--- src/hdl/gwm_pkg.sv ---
// Shared types, constants and helpers for the glob wildcard matcher.
// No dependencies; every other file in hdl/ imports this package.
package gwm_pkg;

  // Pattern capacity and fixed field widths
  localparam int unsigned MAX_PATTERN_BYTES = 32;
  localparam int unsigned BYTE_W            = 8;
  localparam int unsigned CFG_DATA_W        = 64;
  localparam int unsigned CFG_ADDR_W        = 3;
  localparam int unsigned LEN_W             = 6;
  localparam int unsigned S_TDATA_W         = 8;
  localparam int unsigned M_TDATA_W         = 8;

  // Special bytes
  localparam logic [BYTE_W-1:0] STAR_BYTE  = 8'h2A;
  localparam logic [BYTE_W-1:0] QMARK_BYTE = 8'h3F;
  localparam logic [BYTE_W-1:0] NUL_BYTE   = 8'h00;
  localparam logic [BYTE_W-1:0] UPPER_A    = 8'h41;
  localparam logic [BYTE_W-1:0] UPPER_Z    = 8'h5A;
  localparam logic [BYTE_W-1:0] CASE_BIT   = 8'h20;

  // Configuration register indexes
  typedef enum logic [CFG_ADDR_W-1:0] {
    CFG_PAT_WORD0 = 3'd0,
    CFG_PAT_WORD1 = 3'd1,
    CFG_PAT_WORD2 = 3'd2,
    CFG_PAT_WORD3 = 3'd3,
    CFG_PAT_LEN   = 3'd4,
    CFG_CASE_FOLD = 3'd5
  } gwm_cfg_e;

  // Signals handed from one cell to the next
  typedef struct packed {
    logic en;      // all pattern bytes up to here are in use
    logic spread;  // live star position also makes the next one live
    logic adv;     // live literal or '?' matched this subject byte
  } gwm_link_t;

  // Map 'A'..'Z' to lower case when folding is on
  function automatic logic [BYTE_W-1:0] fold_byte(input logic [BYTE_W-1:0] c,
                                                  input logic              fold_en);
    logic [BYTE_W-1:0] r;
    r = c;
    if (fold_en && (c >= UPPER_A) && (c <= UPPER_Z)) begin
      r = c | CASE_BIT;
    end
    return r;
  endfunction

endpackage

--- src/hdl/gwm_cell.sv ---
// One pattern position of the matcher row: holds its live bit and chains
// closure and advance terms to its neighbor. Depends on gwm_pkg.
module gwm_cell #(
  parameter bit StartCell = 1'b0
) (
  input  logic                      clk_i,
  input  logic                      rst_ni,
  input  logic [gwm_pkg::BYTE_W-1:0] pat_byte_i,
  input  logic                      in_range_i,
  input  logic                      fold_i,
  input  logic [gwm_pkg::BYTE_W-1:0] subj_i,
  input  logic                      step_i,
  input  logic                      restart_i,
  input  gwm_pkg::gwm_link_t        link_i,
  output gwm_pkg::gwm_link_t        link_o,
  output logic                      end_hit_o
);
  import gwm_pkg::*;

  logic active_q, active_d;
  logic is_star, is_qmark, lit_hit, en, clos;

  // Decode this position's pattern byte
  assign is_star  = (pat_byte_i == STAR_BYTE);
  assign is_qmark = (pat_byte_i == QMARK_BYTE);
  assign lit_hit  = (fold_byte(pat_byte_i, fold_i) == fold_byte(subj_i, fold_i));
  assign en       = link_i.en & in_range_i & (pat_byte_i != NUL_BYTE);

  // Live after star closure; positions past the pattern end stay dead
  assign clos = (active_q & link_i.en) | link_i.spread;

  // Hand terms to the next cell
  assign link_o.en     = en;
  assign link_o.spread = clos & en & is_star;
  assign link_o.adv    = clos & en & ~is_star & (is_qmark | lit_hit);

  // This is the final position and it is live
  assign end_hit_o = clos & ~en;

  // Advance on a subject byte, drop back to start on the terminator
  always_comb begin
    active_d = active_q;
    if (restart_i) begin
      active_d = StartCell;
    end else if (step_i) begin
      active_d = (clos & en & is_star) | link_i.adv;
    end
  end

  always_ff @(posedge clk_i or negedge rst_ni) begin
    if (!rst_ni) begin
      active_q <= StartCell;
    end else begin
      active_q <= active_d;
    end
  end

endmodule

--- src/hdl/glob_wildcard_matcher_core.sv ---
// Top level of the glob wildcard matcher: config registers, row of
// gwm_cell instances and the result register. Depends on gwm_pkg, gwm_cell.
//
//  channel   dir  handshake                       payload
//  s_axis    in   s_axis_tvalid_i/s_axis_tready_o  tdata[7:0] subject_byte
//  m_axis    out  m_axis_tvalid_o/m_axis_tready_i  tdata[0] matched, [7:1] zero
//  cfg       in   cfg_valid_i/cfg_ready_o          cfg_addr_i index, cfg_data_i
//
// One subject byte is taken every cycle unless stalled; all positions
// update at once through the cell row, whose closure chain sets the
// clock path. The terminator's result appears the cycle after it is taken.
// Input stalls only while a result waits and m_axis_tready_i is low.
// Reset clears the pattern to empty and makes only the start position live.
module glob_wildcard_matcher_core #(
  parameter int unsigned MaxPatternBytes = gwm_pkg::MAX_PATTERN_BYTES
) (
  input  logic                            clk_i,
  input  logic                            rst_ni,
  // subject bytes: [7:0] subject_byte
  input  logic                            s_axis_tvalid_i,
  output logic                            s_axis_tready_o,
  input  logic [gwm_pkg::S_TDATA_W-1:0]   s_axis_tdata_i,
  // results: [0] matched, [7:1] zero
  output logic                            m_axis_tvalid_o,
  input  logic                            m_axis_tready_i,
  output logic [gwm_pkg::M_TDATA_W-1:0]   m_axis_tdata_o,
  // configuration writes
  input  logic                            cfg_valid_i,
  output logic                            cfg_ready_o,
  input  gwm_pkg::gwm_cfg_e               cfg_addr_i,
  input  logic [gwm_pkg::CFG_DATA_W-1:0]  cfg_data_i
);
  import gwm_pkg::*;

  localparam int unsigned NumCells = MaxPatternBytes + 1;

  logic [BYTE_W-1:0] pat_q [MaxPatternBytes];
  logic [LEN_W-1:0]  len_q;
  logic              fold_q;

  logic              out_valid_q, out_valid_d;
  logic              out_match_q, out_match_d;

  logic              cfg_we, in_acc, is_term, step, restart, hit;
  logic [BYTE_W-1:0] subj;
  gwm_link_t         link [NumCells+1];
  logic [NumCells-1:0] end_hit;

  // Configuration is always taken
  assign cfg_ready_o = 1'b1;
  assign cfg_we      = cfg_valid_i & cfg_ready_o;

  always_ff @(posedge clk_i or negedge rst_ni) begin
    if (!rst_ni) begin
      for (int i = 0; i < int'(MaxPatternBytes); i++) begin
        pat_q[i] <= NUL_BYTE;
      end
      len_q  <= '0;
      fold_q <= 1'b0;
    end else if (cfg_we) begin
      case (cfg_addr_i) inside
        CFG_PAT_WORD0, CFG_PAT_WORD1, CFG_PAT_WORD2, CFG_PAT_WORD3: begin
          for (int i = 0; i < int'(MaxPatternBytes); i++) begin
            if (cfg_addr_i[1:0] == 2'(i >> 3)) begin
              pat_q[i] <= cfg_data_i[(i & 7) * BYTE_W +: BYTE_W];
            end
          end
        end
        CFG_PAT_LEN:   len_q  <= cfg_data_i[LEN_W-1:0];
        CFG_CASE_FOLD: fold_q <= cfg_data_i[0];
        default: ;
      endcase
    end
  end

  // Input handshake; hold input while an untaken result waits
  assign s_axis_tready_o = ~out_valid_q | m_axis_tready_i;
  assign in_acc   = s_axis_tvalid_i & s_axis_tready_o;
  assign subj     = s_axis_tdata_i[BYTE_W-1:0];
  assign is_term  = (subj == NUL_BYTE);
  assign step     = in_acc & ~is_term;
  assign restart  = in_acc & is_term;

  // Row of position cells; the start of the chain is always in use
  assign link[0] = '{en: 1'b1, spread: 1'b0, adv: 1'b0};

  for (genvar g = 0; g < NumCells; g++) begin : g_cell
    logic [BYTE_W-1:0] pb;
    logic              rng;
    if (g < MaxPatternBytes) begin : g_pat
      assign pb  = pat_q[g];
      assign rng = (len_q > LEN_W'(g));
    end else begin : g_end
      assign pb  = NUL_BYTE;
      assign rng = 1'b0;
    end
    gwm_cell #(
      .StartCell (g == 0)
    ) u_cell (
      .clk_i      (clk_i),
      .rst_ni     (rst_ni),
      .pat_byte_i (pb),
      .in_range_i (rng),
      .fold_i     (fold_q),
      .subj_i     (subj),
      .step_i     (step),
      .restart_i  (restart),
      .link_i     (link[g]),
      .link_o     (link[g+1]),
      .end_hit_o  (end_hit[g])
    );
  end

  assign hit = |end_hit;

  // Result register: load on terminator, drop once taken
  always_comb begin
    out_valid_d = out_valid_q;
    out_match_d = out_match_q;
    if (restart) begin
      out_valid_d = 1'b1;
      out_match_d = hit;
    end else if (m_axis_tready_i) begin
      out_valid_d = 1'b0;
    end
  end

  always_ff @(posedge clk_i or negedge rst_ni) begin
    if (!rst_ni) begin
      out_valid_q <= 1'b0;
    end else begin
      out_valid_q <= out_valid_d;
    end
  end

  always_ff @(posedge clk_i) begin
    out_match_q <= out_match_d;
  end

  assign m_axis_tvalid_o = out_valid_q;
  assign m_axis_tdata_o  = {{(M_TDATA_W-1){1'b0}}, out_match_q};

endmodule

--- config.mk ---
export PLATFORM = sky130hd
export DESIGN_NAME = glob_wildcard_matcher_core
export DESIGN_NICKNAME = d
export VERILOG_FILES = /design/src/hdl/gwm_pkg.sv /design/src/hdl/gwm_cell.sv /design/src/hdl/glob_wildcard_matcher_core.sv
export SDC_FILE = /design/constraint.sdc
export NUM_CORES = 1
export LEC_CHECK = 0
export ABC_CLOCK_PERIOD_IN_PS = 15980
export BUFFER_PORTS_ARGS = -buffer_cell sky130_fd_sc_hd__buf_2
export CELL_PAD_IN_SITES_DETAIL_PLACEMENT = 0
export CELL_PAD_IN_SITES_GLOBAL_PLACEMENT = 1
export CORE_MARGIN = 1
export CORE_UTILIZATION = 39
export CTS_CLUSTER_DIAMETER = 100
export DETAILED_ROUTE_END_ITERATION = 8
export PLACE_DENSITY = 0.66
export SLEW_MARGIN = 20
export SYNTH_ARGS = -nofsm -noshare
export SYNTH_HDL_FRONTEND = slang
export SYNTH_HIERARCHICAL = 1
export SYNTH_SLANG_ARGS = --single-unit
--- constraint.sdc ---
create_clock -name clk_i -period 15.98 [get_ports clk_i]
set_input_delay 0.799 -clock clk_i [delete_from_list [all_inputs] [get_ports clk_i]]
set_output_delay 0.799 -clock clk_i [all_outputs]
set_load 0.005 [all_outputs]
### After elaboration in Yosys (flattened, before gate mapping)

Cells that the tools add are included.
W data, S select, Z words.

* register bits: 298
* input bits: 80
* output and inout bits: 11
* word-level logic and storage cells: 905

* $lt $le $gt $ge: 98
* eq/ne operators: 104
* multiplexer cells: 101
* bitwise gates (word level): 422
* reductions and logical operators: 111

Operator list (number)
* $eq A8 B6 Y1 const B: 64
* $ge A8 B7 Y1 const B: 33
* $le A8 B7 Y1 const B: 33
* $and A1 B1 Y1: 258
* $eq A8 B8 Y1: 32
* $reduce_bool A8 Y1: 32
* $mux W6: 33
* $gt A6 B5 Y1 const B: 16
* $or A1 B1 Y1: 96
* $mux W1: 68
* $not A1 Y1: 68
* $logic_and A1 B1 Y1: 66
* $gt A6 B4 Y1 const B: 8
* $reduce_or A33 Y1: 1
* $gt A6 B3 Y1 const B: 4
* $reduce_and A3 Y1: 5
* $gt A6 B1 Y1 const B: 2
* $gt A6 B2 Y1 const B: 2
* $logic_not A8 Y1: 1
* $eq A3 B2 Y1 const B: 2
* $eq A3 B3 Y1 const B: 2
* $eq A2 B2 Y1 const B: 2
* $reduce_and A4 Y1: 1
* $reduce_bool A2 Y1: 2
* other kinds (5): 5

### Depth between registers and ports, before layout

Gate-level depths: netlist (run 1).

* depth after elaboration: 100
* mapped depth: 137
* gate-level depth less buffers: 104

### Hierarchy

Netlist (run 1), hierarchy kept.

By module, submodules not included
* glob_wildcard_matcher_core: times used 1, cells each 655, area an instance 10896.7 um^2, sequential area each 6636.4 um^2
* gwm_cell (g_cell[10].u_cell ...): times used 32, cells each 43, area an instance 327.8 um^2, sequential area each 25.0 um^2
* gwm_cell (g_cell[0].u_cell): times used 1, cells each 42, area an instance 321.6 um^2, sequential area each 26.3 um^2

### Least setup slack after synthesis (run 1)

OpenSTA, ideal clock, no wires.

* path kind: register to register
* start point: register len_q[5]
* end point: register out_match_q (data pin)
* setup time: 265 ps
* arrival: 13721 ps
* required time: 15715 ps
* setup slack: 1993 ps
* cell stages (with the launch flop): 134
* buffers on the path: 32
* period minus slack after synthesis: 13987 ps
* cell sequence: dfrtp_1 clkbuf_1 nor4_1 nand2_1 nand2_1 a31oi_2 buf_4 nand2_1 a21o_4 inv_1 buf_4 nand2_1 a21o_4 inv_1 buf_4 nand2_1 a21o_4 inv_1 (+98 left out) a21o_4 inv_1 buf_4 nand2_1 a21o_4 inv_1 buf_4 nand2_1 a21o_4 inv_1 buf_4 nand2_1 a21o_4 inv_1 nor2_1 nor4_1 nand4_1 or3_1

* elaborated cells between the ends (all ways): 288
* those cells by class: order compare: 32; bitwise: 255; reduce/logical: 1

RTL lines
* start: declaration: line glob_wildcard_matcher_core.sv:38 `logic [LEN_W-1:0] len_q;`
* start signal: assignment: line glob_wildcard_matcher_core.sv:69 `CFG_PAT_LEN: len_q <= cfg_data_i[LEN_W-1:0];`
* $gt A6 B1 Y1: line glob_wildcard_matcher_core.sv:92 `assign rng = (len_q > LEN_W'(g));`
* net g_cell[0].rng: line glob_wildcard_matcher_core.sv:89 `logic rng;`
* $and A1 B1 Y1: line gwm_cell.sv:27 `assign en = link_i.en & in_range_i & (pat_byte_i != NUL_BYTE);`
* net g_cell[0].u_cell.en: line gwm_cell.sv:21 `logic is_star, is_qmark, lit_hit, en, clos;`
* $and A1 B1 Y1 (2 in series): line gwm_cell.sv:27
* net g_cell[1].u_cell.en: line gwm_cell.sv:21
* $and A1 B1 Y1 (2 in series): line gwm_cell.sv:27
* net g_cell[2].u_cell.en: line gwm_cell.sv:21
* (+2 left out)
* net g_cell[3].u_cell.en: line gwm_cell.sv:21
* (+2 left out)
* net g_cell[4].u_cell.en: line gwm_cell.sv:21
* (+2 left out)
* net g_cell[5].u_cell.en: line gwm_cell.sv:21
* (+2 left out)
* net g_cell[6].u_cell.en: line gwm_cell.sv:21
* (+2 left out)
* net g_cell[7].u_cell.en: line gwm_cell.sv:21
* (+2 left out)
* net g_cell[8].u_cell.en: line gwm_cell.sv:21
* (+2 left out)
* net g_cell[9].u_cell.en: line gwm_cell.sv:21
* (+2 left out)
* net g_cell[10].u_cell.en: line gwm_cell.sv:21
* (+2 left out)
* net g_cell[11].u_cell.en: line gwm_cell.sv:21
* (+2 left out)
* net g_cell[12].u_cell.en: line gwm_cell.sv:21
* (+2 left out)
* net g_cell[13].u_cell.en: line gwm_cell.sv:21
* (+2 left out)
* net g_cell[14].u_cell.en: line gwm_cell.sv:21
* (+2 left out)
* net g_cell[15].u_cell.en: line gwm_cell.sv:21
* (+2 left out)
* net g_cell[16].u_cell.en: line gwm_cell.sv:21
* (+2 left out)
* net g_cell[17].u_cell.en: line gwm_cell.sv:21
* (+2 left out)
* net g_cell[18].u_cell.en: line gwm_cell.sv:21
* (+2 left out)
* net g_cell[19].u_cell.en: line gwm_cell.sv:21
* (+2 left out)
* net g_cell[20].u_cell.en: line gwm_cell.sv:21
* (+2 left out)
* net g_cell[21].u_cell.en: line gwm_cell.sv:21
* (+2 left out)
* net g_cell[22].u_cell.en: line gwm_cell.sv:21
* (+2 left out)
* net g_cell[23].u_cell.en: line gwm_cell.sv:21
* (+2 left out)
* net g_cell[24].u_cell.en: line gwm_cell.sv:21
* (+2 left out)
* net g_cell[25].u_cell.en: line gwm_cell.sv:21
* (+2 left out)
* net g_cell[26].u_cell.en: line gwm_cell.sv:21
* (+2 left out)
* net g_cell[27].u_cell.en: line gwm_cell.sv:21
* (+2 left out)
* net g_cell[28].u_cell.en: line gwm_cell.sv:21
* (+2 left out)
* net g_cell[29].u_cell.en: line gwm_cell.sv:21
* (+2 left out)
* net g_cell[30].u_cell.en: line gwm_cell.sv:21
* $and A1 B1 Y1 (2 in series): line gwm_cell.sv:27
* net g_cell[31].u_cell.en: line gwm_cell.sv:21
* $not A1 Y1: line gwm_cell.sv:38 `assign end_hit_o = clos & ~en;`
* $and A1 B1 Y1: line gwm_cell.sv:38
* net end_hit[31]: line glob_wildcard_matcher_core.sv:47 `logic [NumCells-1:0] end_hit;`
* $reduce_or A33 Y1: line glob_wildcard_matcher_core.sv:114 `assign hit = |end_hit;`
* net hit: line glob_wildcard_matcher_core.sv:44 `logic cfg_we, in_acc, is_term, step, restart, hit;`
* end signal: assignment: line glob_wildcard_matcher_core.sv:137 `out_match_q <= out_match_d;`
* end: declaration: line glob_wildcard_matcher_core.sv:42 `logic out_match_q, out_match_d;`

The timed path passes the listed nets, and every way through them passes these cells.
A chain may end at the register's enable or synchronous reset.

==> results of run 1 <==
[final timing paths]
check	depth (start not counted)	start	endpoint	slack, ns
max	72	len_q[2]	out_match_q	2.36
min in group clk_i	2	s_axis_tvalid_i	m_axis_tvalid_o	0.47
min reg2reg	2	g_cell[0].u_cell/active_q	g_cell[0].u_cell/active_q	0.56
max reg2reg	72	len_q[2]	out_match_q	2.36
min	1	rst_ni	g_cell[9].pb[7]	0.26
max in group asynchronous	2	rst_ni	fold_q	14.17
[layout make-up]
class,instances,area share [%]
tap,696,3.65
clock inverter,16,1.02
sequential,298,31.3
inverter,68,1.07
multi-input combinational,1626,55.8
clock buffer,54,4.76
timing repair buffer,100,2.41
[metrics by stage]
stage	hold slack [ns]	utilization, %	cell area (µm²)	setup slack, ns	std cells
finish	0.265	44.1	23800	2.36	2858
global route	0.327	44.1	23800	0.819	2858
CTS	0.308	44.1	23800	2.46	2858
detailed placement	0.550	41.5	22500	2.50	2788
global placement	0.524	41.5	22500	3.13	2788
floorplan	0.503	-	21600	1.99	2068
[power by group through the flow]
| stage | logic (W) | clock network, W | registers (W) |
|---|---|---|---|
| final | 0.000737 | 0.000951 | 0.00117 |
| after global routing | 0.000802 | 0.00100 | 0.00120 |
| after CTS | 0.000738 | 0.000976 | 0.00117 |
| after detailed placement | 0.000733 | 0 | 0.00118 |
| after global placement | 0.000721 | 0 | 0.00118 |
| after floorplan | 0.000574 | 0 | 0.00111 |
[layer usage]
metal | share of wire, % | vias to the layer above | wire (µm)
met3 | 5.1 | 103 | 3410
met2 | 46 | 437 | 31000
li1 | - | 7663 | -
met1 | 46 | 8443 | 30700
met5 | 0.018 | - | 12
met4 | 2.6 | 2 | 1770
[sequential cells by signal (all words and copies together) (netlist names)]
name                    flops
len_q                       6
fold_q                      1
g_cell.u_cell/active_q     33
m_axis_tvalid_o             1
out_match_q                 1
g_cell.pb                 256
[critical path: cells and delay by family (launching register included)]
family | cells | cell delay [ns]
AO/OA/AOI/OAI | 33 | 8.44
flip-flops | 1 | 0.51
AND/OR/NAND/NOR | 39 | 4.36
==> impl_metrics.env, run 1 <==
export IMPL_globalRouteMet3Util_pct=3.12
export IMPL_die_area_mm2=0.0561
export IMPL_worstMarginPinSlew_ns=1.02
export IMPL_startpoint_type="flip-flop"
export IMPL_path_class="reg2reg"
export IMPL_clockBufferDepth=3
export IMPL_cts_htree_levels=2
export IMPL_p_seq_share_pct=41.0
export IMPL_layout_commonest_cell="dfrtp_1"
export IMPL_p_per_area_mw_per_mm2=120
export IMPL_cts_tree="done"
export IMPL_n_antenna_cell=0
export IMPL_viasPerCell=5.83
export IMPL_final_layout_size_suffix_gt1_share_pct=27.5
export IMPL_fin_skew_ns=0.0164
export IMPL_grt_pass1_vias=16500
export IMPL_numCtsBuffers=39
export IMPL_syn_avg_cell_area_um2=10.5
export IMPL_p_int_w=0.00190
export IMPL_cp_required_ns=16.28
export IMPL_p_leak_nw=9.63
export IMPL_wl_per_cell_um=23.4
export IMPL_core_mm2=0.0541
export IMPL_grt_max_degree=98
export IMPL_place_congestion=0.877
export IMPL_die_w_um=237
export IMPL_hold_buffers=0
export IMPL_clock_latency_ns=0.56
export IMPL_grtUsageTotal_pct=23.8
export IMPL_slowest_delay_ns=0.58
export IMPL_worst_path_most_repeated_cell="a21oi_1"
export IMPL_irDropWorstVdd_v=0.0000731
export IMPL_clk_pin_slew_ns=0.06
export IMPL_num_rows=85
export IMPL_endpoint_kind="flip-flop"
export IMPL_final_setup_viol_count=0
export IMPL_met2_usage_pct=38.2
export IMPL_timing_final_hold_violations=0
export IMPL_postCtsResizedCells=0
export IMPL_route_detailed_drc=0
export IMPL_grt_met1_usage_pct=33.2
export IMPL_drt_initial_drc_count=1165
export IMPL_cp_arrival_ns=13.92
export IMPL_clkSinkCount=298
export IMPL_num_fill_cells=5099
export IMPL_maxSlewViolCount=0
export IMPL_max_freq_mhz=73.4
export IMPL_power_frac_comb_pct=25.7
export IMPL_busiest_layer="met2"
export IMPL_seq_area_mm2=0.00747
export IMPL_switching_share_pct=33.7
export IMPL_io_pins=91
export IMPL_cts_root_buf="clkbuf_16"
export IMPL_dr_pass1_iters=5
export IMPL_path_max_fanout=14
export IMPL_start_util_pct=39.7
export IMPL_antenna_found_initial=1
export IMPL_cts_setup_buffers=0
export IMPL_crit_slowest_cell="nor4_1"
export IMPL_hpwl_um=45200
export IMPL_outcome="completed"
export IMPL_io_buffer_count=82
export IMPL_hp_class="in2async"
export IMPL_fin_tns_setup_ns=0
export IMPL_routed_wl_um=67000
export IMPL_relSlewSlack_pct=31.7
export IMPL_p_total_w=0.00286
export IMPL_syn_instance_count=2046
export IMPL_multi_input_area_mm2=0.0133
export IMPL_routed_via_count=16600
export IMPL_syn_area_mm2=0.0215
export IMPL_yosys_warnings=6
export IMPL_antenna_left=0
export IMPL_period_share_pct=85.2
export IMPL_final_cell_mix="dfrtp_1 (295), nor2_1 (201), mux2_2 (138), xor2_1 (128), mux2_4 (120)"
export IMPL_area_growth_pct=10.8
export IMPL_switching_power_w=0.000964
export IMPL_final_net_count=2213
export IMPL_grt_pass1_wl_um=103000
export IMPL_rsz0062_at_grt="false"
export IMPL_post_route_min_period_ns=13.62
export IMPL_grt_remaining_overflow=0
export IMPL_clkPwrFrac_pct=33.2
export IMPL_max_cap_violations=0
export IMPL_die_height_um=237
No activity file was read; power rests on OpenSTA's default activity.
==> run 2: changes to the inputs <==
--- a/config.mk
+++ b/config.mk
@@ -14,6 +14,7 @@
 export CTS_CLUSTER_DIAMETER = 100
 export DETAILED_ROUTE_END_ITERATION = 8
 export PLACE_DENSITY = 0.66
+export REMOVE_ABC_BUFFERS = 1
 export SLEW_MARGIN = 20
 export SYNTH_ARGS = -nofsm -noshare
 export SYNTH_HDL_FRONTEND = slang
==> impl_metrics.env, run 2 (same netlist as run 1, synthesis figures left out) <==
export IMPL_layout_commonest_cell="dfrtp_1"
export IMPL_max_freq_mhz=73.3
export IMPL_grt_max_degree=112
export IMPL_endpoint_kind="flip-flop"
export IMPL_period_share_pct=85.4
export IMPL_largest_reg_flops=256
export IMPL_dr_pass1_iters=7
export IMPL_switching_share_pct=34.3
export IMPL_die_area_mm2=0.0561
export IMPL_cts_root_buf="clkbuf_16"
export IMPL_startpoint_type="flip-flop"
export IMPL_grtUsageTotal_pct=24.5
export IMPL_die_height_um=237
export IMPL_irDropWorstVdd_v=0.0000626
export IMPL_wl_per_cell_um=24.0
export IMPL_switching_power_w=0.000964
export IMPL_power_frac_comb_pct=26.6
export IMPL_cts_htree_levels=2
export IMPL_num_fill_cells=5097
export IMPL_grt_pass1_vias=16100
export IMPL_die_w_um=237
export IMPL_cp_arrival_ns=13.94
export IMPL_fin_area_mm2=0.0237
export IMPL_fin_cells=2856
export IMPL_fin_tns_setup_ns=0
export IMPL_post_route_min_period_ns=13.65
export IMPL_io_buffer_count=82
export IMPL_timing_final_hold_violations=0
export IMPL_start_util_pct=39.7
export IMPL_cp_required_ns=16.28
export IMPL_clkSinkCount=298
export IMPL_route_detailed_drc=0
export IMPL_crit_slowest_cell="nor4_1"
export IMPL_grt_pass1_wl_um=105000
export IMPL_cts_setup_buffers=0
export IMPL_clockBufferDepth=3
export IMPL_routed_via_count=16500
export IMPL_hp_class="in2async"
export IMPL_place_inst=2789
export IMPL_path_max_fanout=13
export IMPL_cts_tree="done"
export IMPL_final_net_count=2212
export IMPL_routed_wl_um=68600
export IMPL_n_antenna_cell=0
export IMPL_timing_final_ws_setup_ns=2.33
export IMPL_max_cap_violations=0
export IMPL_place_congestion=0.941
export IMPL_grt_remaining_overflow=0
export IMPL_maxSlewViolCount=0
export IMPL_slowest_delay_ns=0.58
export IMPL_worstMarginPinSlew_ns=0.981
export IMPL_hold_buffers=0
export IMPL_antenna_left=0
export IMPL_p_per_area_mw_per_mm2=118
export IMPL_dpl_cell_area_mm2=0.0225
export IMPL_io_pins=91
export IMPL_worst_path_most_repeated_cell="a21oi_1"
export IMPL_relSlewSlack_pct=34.6
export IMPL_outcome="completed"
export IMPL_dp_worst_setup_slack_ns=2.55
export IMPL_rsz0062_at_grt="false"
export IMPL_final_cell_mix="dfrtp_1 (295), nor2_1 (201), mux2_2 (138), xor2_1 (128), mux2_4 (120)"
export IMPL_numCtsBuffers=37
export IMPL_drt_initial_drc_count=1202
export IMPL_area_growth_pct=10.4
export IMPL_clkPwrFrac_pct=31.7
export IMPL_num_rows=85
export IMPL_core_mm2=0.0541
export IMPL_postCtsResizedCells=0
export IMPL_clk_pin_slew_ns=0.06
export IMPL_path_class="reg2reg"
export IMPL_clock_latency_ns=0.56
export IMPL_final_layout_size_suffix_gt1_share_pct=27.4
export IMPL_p_leak_nw=9.59
export IMPL_viasPerCell=5.79
export IMPL_fin_skew_ns=0.0176
export IMPL_final_setup_viol_count=0
export IMPL_p_seq_share_pct=41.7
export IMPL_antenna_found_initial=0
export IMPL_hold_slack_ns=0.285
export IMPL_hpwl_um=47400
export IMPL_p_int_w=0.00185
==> run 2: changes by cell type in the layout (fill, tap and decap cells not counted) <==
cell / change
clkinv_4: -1
buf_2: +1
clkinv_2: -1
clkbuf_1: +1
dfrtp_4: -1
bufinv_16: -3
inv_6: +1
clkbuf_8: +4
dfrtp_2: +1
clkbuf_16: -2
clkinvlp_4: -2
==> run 2: area by class of cell <==
type                       count  area, µm²  area share, %
multi-input combinational   1626      13300           56.0
inverter                      68        255           1.07
tap                          696        871           3.67
clock buffer                  57       1140           4.82
timing repair buffer         101        581           2.44
clock inverter                10        134          0.564
sequential                   298       7460           31.4
==> run 2: metrics by stage <==
stage | util (%) | power [W]
after floorplan | - | 0.00167
after global placement | 41.5 | 0.00191
after detailed placement | 41.5 | 0.00192
after CTS | 43.9 | 0.00283
after global routing | 43.9 | 0.00296
final | 43.9 | 0.00281
==> run 2: power by group through the flow <==
stage                     registers (W)  clock network (W)  logic, W
after floorplan                 0.00111                  0  0.000555
after global placement          0.00117                  0  0.000734
after detailed placement        0.00118                  0  0.000743
after CTS                       0.00117           0.000916  0.000747
after global routing            0.00120           0.000946  0.000813
final                           0.00117           0.000890  0.000748
==> run 2: path summary, 6_finish.rpt <==
| check | from | end | slack, ns | depth (start not counted) |
|---|---|---|---|---|
| worst min register to register | g_cell[0].u_cell/active_q | g_cell[0].u_cell/active_q | 0.55 | 2 |
| worst max register to register | len_q[4] | out_match_q | 2.33 | 72 |
| min in group clk_i | s_axis_tvalid_i | m_axis_tvalid_o | 0.47 | 2 |
| max in group asynchronous | rst_ni | g_cell[31].pb[7] | 14.18 | 2 |
| worst min-delay path | rst_ni | g_cell[5].pb[1] | 0.29 | 1 |
| worst max-delay path | len_q[4] | out_match_q | 2.33 | 72 |
==> run 2: per-layer routing <==
| layer | global-route usage (%) | wire length (µm) | up-vias | share of wire [%] |
|---|---|---|---|---|
| li1 | - | - | 7666 | - |
| met1 | 35.2 | 32800 | 8390 | 48 |
| met2 | 38.3 | 30900 | 397 | 45 |
| met3 | 3.50 | 3290 | 86 | 4.8 |
| met4 | 6.26 | 1550 | 0 | 2.3 |
| met5 | 0 | 0 | - | 0 |
==> run 2: critical path: cells and delay by family, from the launching register on <==
family             cells  cell delay (ns)
AOI/OAI and AO/OA     33             8.47
and+or+nand+nor       39             4.38
DFF                    1             0.52
==> run 3: changes to the inputs <==
--- a/config.mk
+++ b/config.mk
@@ -13,6 +13,7 @@
 export CORE_UTILIZATION = 39
 export CTS_CLUSTER_DIAMETER = 100
 export DETAILED_ROUTE_END_ITERATION = 8
+export MAX_ROUTING_LAYER = met4
 export PLACE_DENSITY = 0.66
 export REMOVE_ABC_BUFFERS = 1
 export SLEW_MARGIN = 20
==> impl_metrics.env, run 3 (same netlist as run 1, synthesis figures left out) <==
export IMPL_core_mm2=0.0541
export IMPL_worst_path_most_repeated_cell="a21oi_1"
export IMPL_grt_remaining_overflow=0
export IMPL_path_max_fanout=13
export IMPL_rr_worst_depth=72
export IMPL_startpoint_type="flip-flop"
export IMPL_globalRouteMet3Util_pct=3.54
export IMPL_grt_met1_usage_pct=35.3
export IMPL_grtUsageTotal_pct=25.2
export IMPL_num_rows=85
export IMPL_final_cell_mix="dfrtp_1 (295), nor2_1 (201), mux2_2 (138), xor2_1 (128), mux2_4 (120)"
export IMPL_clkSinkCount=298
export IMPL_irDropWorstVdd_v=0.0000623
export IMPL_antenna_left=0
export IMPL_period_share_pct=85.1
export IMPL_timing_final_hold_violations=0
export IMPL_area_growth_pct=10.4
export IMPL_grt_pass1_vias=16100
export IMPL_drt_initial_drc_count=1245
export IMPL_die_height_um=237
export IMPL_dr_pass1_iters=5
export IMPL_io_pins=91
export IMPL_maxSlewViolCount=0
export IMPL_multi_input_area_mm2=0.0133
export IMPL_final_net_count=2212
export IMPL_n_antenna_cell=0
export IMPL_seq_area_mm2=0.00746
export IMPL_fin_cells=2856
export IMPL_p_per_area_mw_per_mm2=118
export IMPL_slowest_delay_ns=0.60
export IMPL_fin_tns_setup_ns=0
export IMPL_post_route_min_period_ns=13.60
export IMPL_endpoint="out_match_q"
export IMPL_startpoint="len_q[4]"
export IMPL_place_inst=2789
export IMPL_crit_slowest_cell="nor4_1"
export IMPL_place_congestion=0.960
export IMPL_io_buffer_count=82
export IMPL_outcome="completed"
export IMPL_max_cap_violations=0
export IMPL_postCtsResizedCells=0
export IMPL_grt_pass1_wl_um=105000
export IMPL_endpoint_kind="flip-flop"
export IMPL_clockBufferDepth=3
export IMPL_die_area_mm2=0.0561
export IMPL_layout_commonest_cell="dfrtp_1"
export IMPL_fin_area_mm2=0.0237
export IMPL_rsz0062_at_grt="false"
export IMPL_path_class="reg2reg"
export IMPL_routed_wl_um=68400
export IMPL_cp_required_ns=16.28
export IMPL_route_detailed_drc=0
export IMPL_cts_root_buf="clkbuf_16"
export IMPL_rr_startpoint="len_q[4]"
export IMPL_busiest_layer="met2"
export IMPL_largest_reg_flops=256
export IMPL_fin_skew_ns=0.0164
export IMPL_hp_class="in2async"
export IMPL_worstMarginPinSlew_ns=0.998
export IMPL_cts_tree="done"
export IMPL_routed_via_count=16500
export IMPL_rrSetupSlack_ns=2.38
export IMPL_cts_htree_levels=2
export IMPL_clk_pin_slew_ns=0.06
export IMPL_dpl_cell_area_mm2=0.0225
export IMPL_final_setup_viol_count=0
export IMPL_num_fill_cells=5097
export IMPL_grt_max_degree=112
export IMPL_hpwl_um=47400
export IMPL_relSlewSlack_pct=33.5
export IMPL_die_w_um=237
export IMPL_start_util_pct=39.7
export IMPL_wl_per_cell_um=23.9
export IMPL_clock_latency_ns=0.56
export IMPL_p_total_w=0.00281
export IMPL_reg2reg_to="out_match_q"
export IMPL_max_freq_mhz=73.5
export IMPL_cp_arrival_ns=13.89
export IMPL_numCtsBuffers=37
export IMPL_cts_setup_buffers=0
export IMPL_met2_usage_pct=38.2
export IMPL_hold_buffers=0
export IMPL_p_leak_nw=9.59
export IMPL_antenna_found_initial=0
export IMPL_final_layout_size_suffix_gt1_share_pct=27.4
export IMPL_viasPerCell=5.77
-- run 3: final cells by class --
cell class	count	share of cell area [%]
inverter	68	1.07
sequential	298	31.4
tap	696	3.67
clock buffer	57	4.82
clock inverter	10	0.564
timing repair buffer	101	2.44
multi-input combinational	1626	56.0
-- run 3: worst min-delay path by stage --
stage                                      endpoint                       from  slack [ns]
final                               g_cell[5].pb[1]                     rst_ni        0.27
after global routing               g_cell[21].pb[1]                     rst_ni        0.34
after CTS                           g_cell[5].pb[1]                     rst_ni        0.33
after detailed placement            g_cell[5].pb[7]            g_cell[5].pb[7]        0.54
after global placement    g_cell[0].u_cell/active_q  g_cell[0].u_cell/active_q        0.52
after floorplan                              fold_q                     rst_ni        0.50
-- run 3: through the flow --
stage	setup WS (ns)	util (%)	hold slack [ns]
6_report	2.38	43.9	0.273
5_1_grt	0.937	43.9	0.341
4_1_cts	2.48	43.9	0.333
3_5_place_dp	2.55	41.5	0.542
3_3_place_gp	3.27	41.5	0.524
2_1_floorplan	4.17	-	0.503
-- run 3: critical path: cells and delay by family, from the launching register on --
family,cells,cell delay (ns)
compound gates,33,8.42
flops,1,0.51
simple gates,39,4.37
-- run 3: report_power, final --
part           switching [W]  internal [W]  total, W
clock               0.000348      0.000541  0.000889
sequential          0.000262      0.000908   0.00117
combinational       0.000352      0.000395  0.000747
total               0.000962       0.00185   0.00281
-- run 3: layer usage --
layer  share of wire [%]  vias up
li1                    -     7665
met1                  48     8334
met2                  45      381
met3                 4.5       95
met4                 2.3        0
met5                   0        -
